[config.mk]
export PLATFORM = sky130hd
export DESIGN_NAME = priority_bitmap_task_scheduler_unit
export DESIGN_NICKNAME = d
export VERILOG_FILES = /design/src/rtl/core/pbts_pkg.sv /design/src/rtl/core/pbts_ffs.sv /design/src/rtl/core/priority_bitmap_task_scheduler_unit.sv
export SDC_FILE = /design/constraint.sdc
export NUM_CORES = 1
export LEC_CHECK = 0
export ABC_CLOCK_PERIOD_IN_PS = 6100
export BUFFER_PORTS_ARGS = -buffer_cell sky130_fd_sc_hd__buf_2
export CAP_MARGIN = 25
export CORE_ASPECT_RATIO = 0.6
export CORE_MARGIN = 1.5
export CORE_UTILIZATION = 54
export DETAILED_ROUTE_END_ITERATION = 12
export PLACE_DENSITY = 0.7
export SETUP_SLACK_MARGIN = 0.1
export SLEW_MARGIN = 20
export SYNTH_ARGS = -nofsm -noshare
export SYNTH_HDL_FRONTEND = slang
export SYNTH_SLANG_ARGS = --single-unit
[constraint.sdc]
create_clock -name clk -period 6.1 [get_ports clk]
set_clock_uncertainty 0.05 [all_clocks]
set_input_delay 0 -clock clk [delete_from_list [all_inputs] [get_ports clk]]
set_output_delay 0 -clock clk [all_outputs]
set_load 0.1 [all_outputs]
[src/rtl/core/pbts_pkg.sv]
// Shared constants and request codes for the priority bitmap task scheduler.
// No dependencies; every other file in rtl/core imports this package.
package pbts_pkg;

	// One task for each priority; a lower number is a higher priority.
	localparam int NUM_PRIOS  = 32;
	localparam int PRIO_BITS  = 5;
	localparam int DELAY_BITS = 32;

	// Field widths fixed by the interface.
	localparam int REQ_W   = 2;
	localparam int TASK_W  = 5;
	localparam int DTICK_W = 32;
	localparam int LOCK_W  = 8;

	// Largest counter value that the delay store can hold.
	localparam logic [DTICK_W-1:0] DELAY_MAX = DTICK_W'({DELAY_BITS{1'b1}});

	// Request codes carried on req_type.
	localparam logic [REQ_W-1:0] REQ_TICK  = 2'd0;
	localparam logic [REQ_W-1:0] REQ_DELAY = 2'd1;
	localparam logic [REQ_W-1:0] REQ_READY = 2'd2;

	typedef logic [NUM_PRIOS-1:0]  prio_mask_t;
	typedef logic [PRIO_BITS-1:0]  prio_idx_t;
	typedef logic [DELAY_BITS-1:0] delay_cnt_t;

	// Result of the lowest-set-bit search.
	typedef struct packed {
		logic      any;
		prio_idx_t idx;
	} pick_t;

endpackage

[src/rtl/core/pbts_ffs.sv]
// Lowest-set-bit search over the ready mask, built as a halving search.
// Depends on pbts_pkg for the mask width and the pick_t result type.
module pbts_ffs (
	input  pbts_pkg::prio_mask_t mask,
	output pbts_pkg::pick_t      pick
);
	import pbts_pkg::*;

	// Each level looks at the lower half of the window and drops it if it is empty.
	always_comb begin
		prio_mask_t win;
		prio_idx_t  idx;
		win = mask;
		idx = '0;
		for (int b = PRIO_BITS - 1; b >= 0; b--) begin
			if ((win << (NUM_PRIOS - (1 << b))) == '0) begin
				idx[b] = 1'b1;
				win    = win >> (1 << b);
			end
		end
		pick.any = |mask;
		pick.idx = idx;
	end

endmodule

[src/rtl/core/priority_bitmap_task_scheduler_unit.sv]
// Top level of the priority bitmap task scheduler: request FSM, delay counter walk
// and result register. Depends on pbts_pkg and instantiates pbts_ffs.
//
// Usage. Requests arrive as words on the in_valid/in_ready channel: a tick
// (req_type 0), a delay of the running task by delay_ticks (req_type 1) or making
// task task_prio ready (req_type 2). Each request gives exactly one result word on
// out_valid/out_ready: next_task, do_switch and none_ready. The lock count is
// written on the cfg_valid/cfg_ready channel, which is always ready.
// Flow: a delay or ready request goes from acceptance to the scheduling state,
// which loads the result register. A tick first walks the delay counter memory
// one entry a cycle through the single shared decrementer, then drains the last
// write-back and loads the result. in_ready is high only while the sequencer is
// idle, from the cycle after the result is loaded, so a new request is accepted
// only once the previous one has finished its work.
// A finished result is held in the output register while the receiver stalls, and
// the next request may be accepted meanwhile; it waits at the end of its work until
// the register is free. Reset clears the ready and delayed masks, the running task,
// the lock count and the output valid. The counter memory is not cleared, since a
// counter is only used for a task that has been delayed.
module priority_bitmap_task_scheduler_unit (
	input  logic                          clk,
	input  logic                          arst_n,
	input  logic                          in_valid,
	output logic                          in_ready,
	input  logic [pbts_pkg::REQ_W-1:0]    req_type,
	input  logic [pbts_pkg::TASK_W-1:0]   task_prio,
	input  logic [pbts_pkg::DTICK_W-1:0]  delay_ticks,
	output logic                          out_valid,
	input  logic                          out_ready,
	output logic [pbts_pkg::TASK_W-1:0]   next_task,
	output logic                          do_switch,
	output logic                          none_ready,
	input  logic                          cfg_valid,
	output logic                          cfg_ready,
	input  logic [pbts_pkg::LOCK_W-1:0]   cfg_data
);
	import pbts_pkg::*;

	localparam logic [1:0] ST_IDLE  = 2'd0;
	localparam logic [1:0] ST_WALK  = 2'd1;
	localparam logic [1:0] ST_SCHED = 2'd2;

	localparam int IDX_W = PRIO_BITS + 1;

	logic [1:0]          state_q;
	prio_mask_t          ready_mask_q;
	prio_mask_t          delayed_mask_q;
	prio_idx_t           running_q;
	logic [LOCK_W-1:0]   lock_q;
	logic [IDX_W-1:0]    walk_idx_q;
	logic                walk_vld_s1;
	prio_idx_t           walk_idx_s1;
	delay_cnt_t          rdata_s1;
	delay_cnt_t          cnt_mem [NUM_PRIOS];
	logic                out_valid_q;
	logic [TASK_W-1:0]   next_task_q;
	logic                do_switch_q;
	logic                none_ready_q;

	logic                in_acc;
	logic                walk_issue;
	logic                out_free;
	delay_cnt_t          dec_val;
	delay_cnt_t          delay_sat;
	logic                mem_we;
	prio_idx_t           mem_waddr;
	delay_cnt_t          mem_wdata;
	pick_t               pick;
	logic                prio_ok;
	logic                sw_now;

	assign in_ready  = (state_q == ST_IDLE);
	assign cfg_ready = 1'b1;
	assign in_acc    = in_valid && in_ready;
	assign out_free  = !out_valid_q || out_ready;

	// Walk issues one counter read a cycle until every priority has been visited.
	assign walk_issue = (state_q == ST_WALK) && (walk_idx_q != IDX_W'(NUM_PRIOS));

	// The shared decrementer works on the counter read in the previous cycle.
	assign dec_val = rdata_s1 - 1'b1;

	// A delay of zero waits one tick; a delay beyond the counter range saturates.
	always_comb begin
		if (delay_ticks == '0) begin
			delay_sat = delay_cnt_t'(1);
		end else if (delay_ticks > DELAY_MAX) begin
			delay_sat = delay_cnt_t'(DELAY_MAX);
		end else begin
			delay_sat = delay_cnt_t'(delay_ticks);
		end
	end

	assign prio_ok = {1'b0, task_prio} < (TASK_W + 1)'(NUM_PRIOS);

	// Memory write port: the walk write-back, or a new delay for the running task.
	always_comb begin
		mem_we    = 1'b0;
		mem_waddr = walk_idx_s1;
		mem_wdata = dec_val;
		if (walk_vld_s1) begin
			mem_we = 1'b1;
		end else if (in_acc && req_type == REQ_DELAY) begin
			mem_we    = 1'b1;
			mem_waddr = running_q;
			mem_wdata = delay_sat;
		end
	end

	// Delay counter memory with a registered read port.
	always_ff @(posedge clk) begin
		if (mem_we) begin
			cnt_mem[mem_waddr] <= mem_wdata;
		end
		if (walk_issue) begin
			rdata_s1 <= cnt_mem[walk_idx_q[PRIO_BITS-1:0]];
		end
	end

	// Index of the counter in the read stage, carried alongside the read data.
	always_ff @(posedge clk) begin
		if (walk_issue) begin
			walk_idx_s1 <= walk_idx_q[PRIO_BITS-1:0];
		end
	end

	pbts_ffs u_ffs (
		.mask (ready_mask_q),
		.pick (pick)
	);

	assign sw_now = pick.any && (lock_q == '0) && (pick.idx != running_q);

	// Lock count register.
	always_ff @(posedge clk or negedge arst_n) begin
		if (!arst_n) begin
			lock_q <= '0;
		end else if (cfg_valid && cfg_ready) begin
			lock_q <= cfg_data;
		end
	end

	// Sequencer, masks and running task.
	always_ff @(posedge clk or negedge arst_n) begin
		if (!arst_n) begin
			state_q        <= ST_IDLE;
			ready_mask_q   <= '0;
			delayed_mask_q <= '0;
			running_q      <= '0;
			walk_idx_q     <= '0;
			walk_vld_s1    <= 1'b0;
		end else begin
			// A counter that reaches zero moves its task to the ready set.
			if (walk_vld_s1 && dec_val == '0) begin
				delayed_mask_q[walk_idx_s1] <= 1'b0;
				ready_mask_q[walk_idx_s1]   <= 1'b1;
			end
			case (state_q)
				ST_IDLE: begin
					if (in_acc) begin
						case (req_type)
							REQ_TICK: begin
								walk_idx_q <= '0;
								state_q    <= ST_WALK;
							end
							REQ_DELAY: begin
								delayed_mask_q[running_q] <= 1'b1;
								ready_mask_q[running_q]   <= 1'b0;
								state_q                   <= ST_SCHED;
							end
							REQ_READY: begin
								if (prio_ok) begin
									delayed_mask_q[task_prio[PRIO_BITS-1:0]] <= 1'b0;
									ready_mask_q[task_prio[PRIO_BITS-1:0]]   <= 1'b1;
								end
								state_q <= ST_SCHED;
							end
							default: begin
								state_q <= ST_SCHED;
							end
						endcase
					end
				end
				ST_WALK: begin
					if (walk_issue) begin
						walk_vld_s1 <= delayed_mask_q[walk_idx_q[PRIO_BITS-1:0]];
						walk_idx_q  <= walk_idx_q + 1'b1;
					end else begin
						walk_vld_s1 <= 1'b0;
						state_q     <= ST_SCHED;
					end
				end
				ST_SCHED: begin
					if (out_free) begin
						if (sw_now) begin
							running_q <= pick.idx;
						end
						state_q <= ST_IDLE;
					end
				end
				default: begin
					state_q <= ST_IDLE;
				end
			endcase
		end
	end

	// Output register; it holds its word while the receiver stalls.
	always_ff @(posedge clk or negedge arst_n) begin
		if (!arst_n) begin
			out_valid_q <= 1'b0;
		end else if (state_q == ST_SCHED && out_free) begin
			out_valid_q <= 1'b1;
		end else if (out_ready) begin
			out_valid_q <= 1'b0;
		end
	end

	always_ff @(posedge clk) begin
		if (state_q == ST_SCHED && out_free) begin
			next_task_q  <= pick.any ? TASK_W'(pick.idx) : TASK_W'(running_q);
			do_switch_q  <= sw_now;
			none_ready_q <= !pick.any;
		end
	end

	assign out_valid  = out_valid_q;
	assign next_task  = next_task_q;
	assign do_switch  = do_switch_q;
	assign none_ready = none_ready_q;

	// A task is never both ready and delayed.
	a_masks_disjoint: assert property (@(posedge clk) disable iff (!arst_n)
		(ready_mask_q & delayed_mask_q) == '0)
		else $error("task is both ready and delayed");

	// The counter walk has drained whenever a new word can be accepted.
	a_walk_drained: assert property (@(posedge clk) disable iff (!arst_n)
		in_ready |-> !walk_vld_s1)
		else $error("counter walk still busy while idle");

	// A switch is only requested when a task is ready.
	a_switch_needs_ready: assert property (@(posedge clk) disable iff (!arst_n)
		(out_valid && do_switch) |-> !none_ready)
		else $error("switch requested with no ready task");

	// Loading a switch result moves the running task to the chosen priority.
	a_switch_updates_running: assert property (@(posedge clk) disable iff (!arst_n)
		(state_q == ST_SCHED && out_free && sw_now) |=>
			(running_q == $past(pick.idx) && do_switch_q))
		else $error("running task not updated on switch");

endmodule

==> results.sh, run 1 <==
export IMPL_io_pins=62
export IMPL_hold_viol_final=32
export IMPL_fmax_ghz=0.224
export IMPL_drc_errors=0
export IMPL_peakVddDrop_mv=0.323
export IMPL_clk_pin_slew_ns=0.07
export IMPL_grt_pass1_vias=25500
export IMPL_syn_instance_count=2495
export IMPL_fin_util_pct=62.8
export IMPL_syn_nets=2554
export IMPL_syn_to_final_growth_pct=14.3
export IMPL_die_w_um=385
export IMPL_synth_flop_cell="edfxtp_1"
export IMPL_vias=26500
export IMPL_cts_root_buf="clkbuf_16"
export IMPL_violations="hold timing"
export IMPL_min_period_ns=4.47
export IMPL_dp_hpwl_um=80500
export IMPL_crit_required_ns=6.55
export IMPL_drt_iter0_markers=4266
export IMPL_ys_seq_elements=1155
export IMPL_start_kind="register"
export IMPL_antenna_found_initial=5
export IMPL_syn_avg_cell_area_um2=19.0
export IMPL_viasPerCell=6.77
export IMPL_die_y_um=232
export IMPL_ys_types=69
export IMPL_initial_core_util_pct=55.0
export IMPL_ys_seq_area_share_pct=72.3
export IMPL_ys_warn_count=0
export IMPL_synth_edf_count=1068
export IMPL_cts_tree="built"
export IMPL_grt_pass1_wl_um=184000
export IMPL_io_buffers=60
export IMPL_grt_max_degree=101
export IMPL_status="finished with violations"
export IMPL_cts_buffer_depth=3
export IMPL_worstMarginPinSlew_ns=1.22
export IMPL_slowest_delay_ns=0.89
export IMPL_setup_viol=0
export IMPL_rows=83
export IMPL_crit_arrival_ns=4.92
export IMPL_routed_wl_um=128000
export IMPL_drv_slew=0
export IMPL_end_kind="register"
export IMPL_nNetsFinal=2741
export IMPL_worstPathMaxFanout=12
export IMPL_coreArea_mm2=0.0862
export IMPL_htree_levels=3
export IMPL_path_class="reg -> reg"
export IMPL_drt_pass1_iterations=6
export IMPL_clkSinkCount=1155
export IMPL_period_share_pct=73.3
export IMPL_rsz0062_at_grt="no"
export IMPL_wire_per_inst_um=32.6
export IMPL_place_area_mm2=0.0500
export IMPL_ant_nets=0
export IMPL_final_layout_size_suffix_gt1_share_pct=28.8
export IMPL_holdWs_ns=-0.0407
export IMPL_power_density_mw_per_mm2=430
export IMPL_fp_dieArea_mm2=0.0896
export IMPL_grtUsageTotal_pct=29.1
export IMPL_fin_area_mm2=0.0542
export IMPL_leakage_uw=0.0171
export IMPL_synth_area_mm2=0.0474
export IMPL_r2r_cells=10
export IMPL_grt_overflow_total=0
export IMPL_async_reset_ff_share_pct=7.53
export IMPL_hold_path_class="in -> async"
export IMPL_relSlewSlack_pct=17.7
export IMPL_cp_slowest_cell="or4_1"
export IMPL_clkLatencyLatePin_ns=0.73
export IMPL_place_gp_congestion=1.00
export IMPL_final_setup_tns_ns=0
export IMPL_cts_buffers=100
export IMPL_cap_viol_max_count=0
export IMPL_path_cells="inv_1, ha_1, or4b_2, nor3_1, nand4b_1, a21oi_1, o2111ai_1, or4_1, nor2_2, a311oi_1"
==> final timing paths <==
path                             startpoint                end  slack (ns)
worst max-delay path            rdata_s1[0]  delayed_mask_q[9]        1.63
worst min-delay path                 arst_n   ready_mask_q[15]       -0.04
worst max register to register  rdata_s1[0]  delayed_mask_q[9]        1.63
worst min register to register    out_valid          out_valid        0.50
max in group asynchronous            arst_n          lock_q[6]        5.05
min in group clk                req_type[1]  delayed_mask_q[1]        0.03
==> synthesized netlist by cell type, drive strengths merged, types with 4 or more instances <==
master	number	share of area, %
edfxtp	1068	68
mux4	330	16
nand2	188	1.5
o21ai	116	1.2
clkbuf	102	0.81
nor2	98	0.80
dfrtp	87	4.6
a21oi	65	0.69
mux2	45	1.1
a31o	37	0.68
buf	36	0.30
nor3	29	0.32
nor4	27	0.45
xnor2	24	0.44
a311oi	22	0.41
a31oi	19	0.25
nand3	17	0.18
inv	16	0.13
or3	13	0.17
nand2b	12	0.16
xor2	12	0.22
nor2b	11	0.15
nand4	10	0.13
nor3b	10	0.23
a21o	9	0.14
o31ai	9	0.14
and2	7	0.092
ha	7	0.18
nand3b	6	0.095
or2	6	0.079
and3	5	0.066
mux2i	5	0.11
or4	5	0.087
nor4b	4	0.074
==> power by group <==
group	total [uW]	switching [uW]	internal [uW]
clock	6570	2960	3610
sequential	10100	412	9660
combinational	6630	4020	2610
total	23300	7390	15900
==> stage by stage <==
| stage | instances | total power, uW | setup slack (ns) |
|---|---|---|---|
| 2_1_floorplan | 2495 | 14100 | 1.21 |
| 3_3_place_gp | 3643 | 16600 | 1.88 |
| 3_5_place_dp | 3658 | 16700 | 1.81 |
| 4_1_cts | 3909 | 23300 | 1.80 |
| 5_1_grt | 3913 | 24000 | 1.54 |
| 6_report | 3914 | 23300 | 1.63 |
==> worst max-delay path: cells and delay by family (launching register included) <==
kind / cells / cell delay, ns
and+or+nand+nor: 5 / 2.92
AOI/OAI and AO/OA: 3 / 0.51
DFF: 1 / 0.46
adders and majority gates: 1 / 0.25
buffers and inverters: 1 / 0.10
==> flip-flops by register name (all words and copies together) (netlist names) <==
name	count
lock_q	8
out_valid	1
next_task	5
walk_idx_q	6
none_ready	1
state_q	2
do_switch	1
running_q	5
walk_idx_s1	5
walk_vld_s1	1
cnt_mem	1024
delayed_mask_q	32
rdata_s1	32
ready_mask_q	32
==> area by class of cell <==
class                      count  area [um2]
timing repair buffer         223        2010
antenna                        1        2.50
clock buffer                 116        2560
sequential                  1155       34300
multi-input combinational   1186       13000
inverter                      16        60.1
tap                         1147        1440
fill                        5793       32000
clock inverter                70         825
==> per-layer routing <==
layer	global-route usage, %	up-vias	share of wire (%)
met2	41.6	1839	44
met3	7.50	269	13
met4	8.10	2	3.0
met5	0	-	0.013
met1	44.7	13800	40
li1	-	10600	-
==> cells in the final DEF, fill, tap and decap left out, types with 10 or more instances in the layout <==
cell type      synthesis  final
nor2b_1               11     11
mux2_2                45     45
clkbuf_1             102     16
a31o_2                25     25
a31o_1                12     12
xor2_1                12     12
inv_1                 16     16
clkbuf_16              0    100
nor4_1                24     23
clkinv_1               0     18
o21ai_1                0     13
xnor2_1               24     24
mux4_2               330    330
edfxtp_1            1068   1068
dfrtp_1               87     82
nand3_1               17     17
nand4_1               10     10
buf_4                  2     75
or3_1                 13     13
nor2_4                 0     33
nor2_1                94     60
a31oi_1               19     19
nand2_1              188    187
buf_12                 0     17
o21ai_0              116     89
a311oi_1              22     22
a21oi_1               65     60
buf_2                  1     59
nand2b_1              12     12
dlygate4sd3_1          0     65
bufinv_16              0     13
clkinv_2               0     22
o21ai_4                0     13
nor3_1                28     28
==> kinds of logic after synthesis <==
| family | synth area share, % |
|---|---|
| AO/OA/AOI/OAI | 4.04 |
| XOR/XNOR | 0.665 |
| adder cells (fa/ha/maj) | 0.185 |
| buffers and inverters | 1.24 |
| flip-flops | 72.3 |
| multiplexers | 16.9 |
| other | 0.00791 |
| AND/OR/NAND/NOR | 4.76 |
==> timing repair <==
action                                 CTS  global route
endpoints found under the hold margin  870             0
hold buffers                            65             0
resized for setup                        0             0
setup buffers                            0             0
Power figures use the tool's default switching activity.
==> inputs of run 2 (changes only) <==
--- a/config.mk
+++ b/config.mk
@@ -5,7 +5,7 @@
 export SDC_FILE = /design/constraint.sdc
 export NUM_CORES = 1
 export LEC_CHECK = 0
-export ABC_CLOCK_PERIOD_IN_PS = 6100
+export ABC_CLOCK_PERIOD_IN_PS = 4300
 export BUFFER_PORTS_ARGS = -buffer_cell sky130_fd_sc_hd__buf_2
 export CAP_MARGIN = 25
 export CORE_ASPECT_RATIO = 0.6
==> constraint.sdc (replaced) <==
create_clock -name clk -period 4.3 [get_ports clk]
set_clock_uncertainty 0.05 [all_clocks]
set_input_delay 0 -clock clk [delete_from_list [all_inputs] [get_ports clk]]
set_output_delay 0 -clock clk [all_outputs]
set_load 0.1 [all_outputs]
==> results.sh, run 2 (synthesis results as in run 1) <==
export IMPL_drc_errors=0
export IMPL_clkLatencyLatePin_ns=0.71
export IMPL_place_gp_congestion=0.942
export IMPL_syn_to_final_growth_pct=14.6
export IMPL_cts_buffer_depth=3
export IMPL_antenna_found_initial=2
export IMPL_grt_max_degree=55
export IMPL_place_area_mm2=0.0503
export IMPL_cap_viol_max_count=0
export IMPL_drt_iter0_markers=3889
export IMPL_layout_commonest_cell="edfxtp_1"
export IMPL_path_cells="inv_1, ha_1, or4b_4, a2111oi_0, a31oi_1, o31ai_1, o31ai_1, or4_1, buf_4, nor2_2, a311oi_1"
export IMPL_status="completed"
export IMPL_io_buffers=60
export IMPL_largest_register_ffs=1024
export IMPL_min_period_ns=3.88
export IMPL_fp_dieArea_mm2=0.0896
export IMPL_coreArea_mm2=0.0862
export IMPL_clkSinkCount=1155
export IMPL_htree_levels=3
export IMPL_clk_pin_slew_ns=0.07
export IMPL_io_pins=62
export IMPL_worstPathMaxFanout=12
export IMPL_worstMarginPinSlew_ns=1.12
export IMPL_layout_common_cells="edfxtp_1 (1068), mux4_2 (330), nand2_1 (188)"
export IMPL_end_kind="register"
export IMPL_fin_util_pct=63.0
export IMPL_setup_viol=0
export IMPL_wire_per_inst_um=33.1
export IMPL_cts_tree="built"
export IMPL_crit_arrival_ns=4.31
export IMPL_die_w_um=385
export IMPL_hold_viol_final=0
export IMPL_grt_pass1_vias=25700
export IMPL_start_kind="register"
export IMPL_path_class="reg -> reg"
export IMPL_grtUsageTotal_pct=29.9
export IMPL_relSlewSlack_pct=25.5
export IMPL_fmax_ghz=0.258
export IMPL_top_register="cnt_mem"
export IMPL_routed_wl_um=130000
export IMPL_viasPerCell=6.72
export IMPL_ant_nets=0
export IMPL_leakage_uw=0.0172
export IMPL_cts_buffers=103
export IMPL_power_density_mw_per_mm2=584
export IMPL_final_layout_size_suffix_gt1_share_pct=29.3
export IMPL_dp_hpwl_um=76700
export IMPL_rsz0062_at_grt="no"
export IMPL_cp_slowest_cell="or4b_4"
export IMPL_slowest_delay_ns=0.62
export IMPL_crit_required_ns=4.73
export IMPL_nNetsFinal=2769
export IMPL_period_share_pct=90.2
export IMPL_die_y_um=232
export IMPL_initial_core_util_pct=55.0
export IMPL_vias=26500
export IMPL_drt_pass1_iterations=7
export IMPL_rows=83
export IMPL_cpMostUsedCell="o31ai_1"
export IMPL_grt_overflow_total=0
export IMPL_hold_path_class="in -> reg"
export IMPL_grt_pass1_wl_um=187000
export IMPL_rrSetupSlack_ns=0.42
export IMPL_cts_root_buf="clkbuf_16"
export IMPL_peakVddDrop_mv=0.384
export IMPL_fin_area_mm2=0.0543
export IMPL_drv_slew=0
## run 2: final cells by class
cell class,count,area (um2)
Antenna cell,1,2.50
Clock buffer,131,2710
Clock inverter,59,594
Fill cell,5843,31900
Inverter,16,60.1
Multi-Input combinational cell,1186,12900
Sequential cell,1155,34300
Tap cell,1147,1440
Timing Repair Buffer,248,2330
## run 2: repair_timing
action | in CTS | in global routing
endpoints found under the setup margin | 0 | 50
endpoints found under the hold margin | 859 | 5
setup buffers | 0 | 3
hold buffers | 55 | 1
resized for setup | 0 | 1
## run 2: final timing paths
kind / from / end / cells after the start
worst max-delay path: rdata_s1[1] / delayed_mask_q[15] / 11
worst min-delay path: delay_ticks[4] / cnt_mem[29][4] / 3
worst max register to register: rdata_s1[1] / delayed_mask_q[15] / 11
worst min register to register: walk_idx_q[5] / walk_idx_q[5] / 2
max in group asynchronous: arst_n / ready_mask_q[25] / 4
min in group asynchronous: arst_n / ready_mask_q[4] / 4
## run 2: worst max-delay path, delay by kind of cell, from the launching register on
kind | cells | cell delay (ns)
adder cells (fa/ha/maj) | 1 | 0.26
flip-flops | 1 | 0.44
AO/OA/AOI/OAI | 5 | 1.13
AND/OR/NAND/NOR | 3 | 1.44
buffers and inverters | 2 | 0.34
## run 2: routing by layer
| metal | up-vias | GRT usage (%) | part of all wire (%) |
|---|---|---|---|
| met2 | 1649 | 42.8 | 44 |
| met1 | 13900 | 47.1 | 42 |
| li1 | 10700 | - | - |
| met3 | 223 | 5.88 | 11 |
| met5 | - | 0 | 0.010 |
| met4 | 2 | 8.08 | 2.8 |
## run 2: through the flow
step           hold slack (ns)  std cells  setup slack (ns)  total power (uW)  setup TNS (ns)
2_1_floorplan           -0.346       2495           -0.0234             20000          -13.09
3_3_place_gp          -0.00852       3687             0.266             22600               0
3_5_place_dp          -0.00380       3689             0.193             22700               0
4_1_cts                0.00370       3934             0.170             31800               0
5_1_grt                 0.0225       3942             0.266             32800               0
6_report                0.0378       3943             0.421             31700               0
## run 2: power breakdown
| part | switching (uW) | leakage [uW] | total [uW] | internal [uW] |
|---|---|---|---|---|
| Combinational | 4600 | 0.00479 | 8340 | 3740 |
| Sequential | 526 | 0.0108 | 14200 | 13700 |
| Clock | 4100 | 0.00161 | 9130 | 5030 |
| Total | 9230 | 0.0172 | 31700 | 22500 |
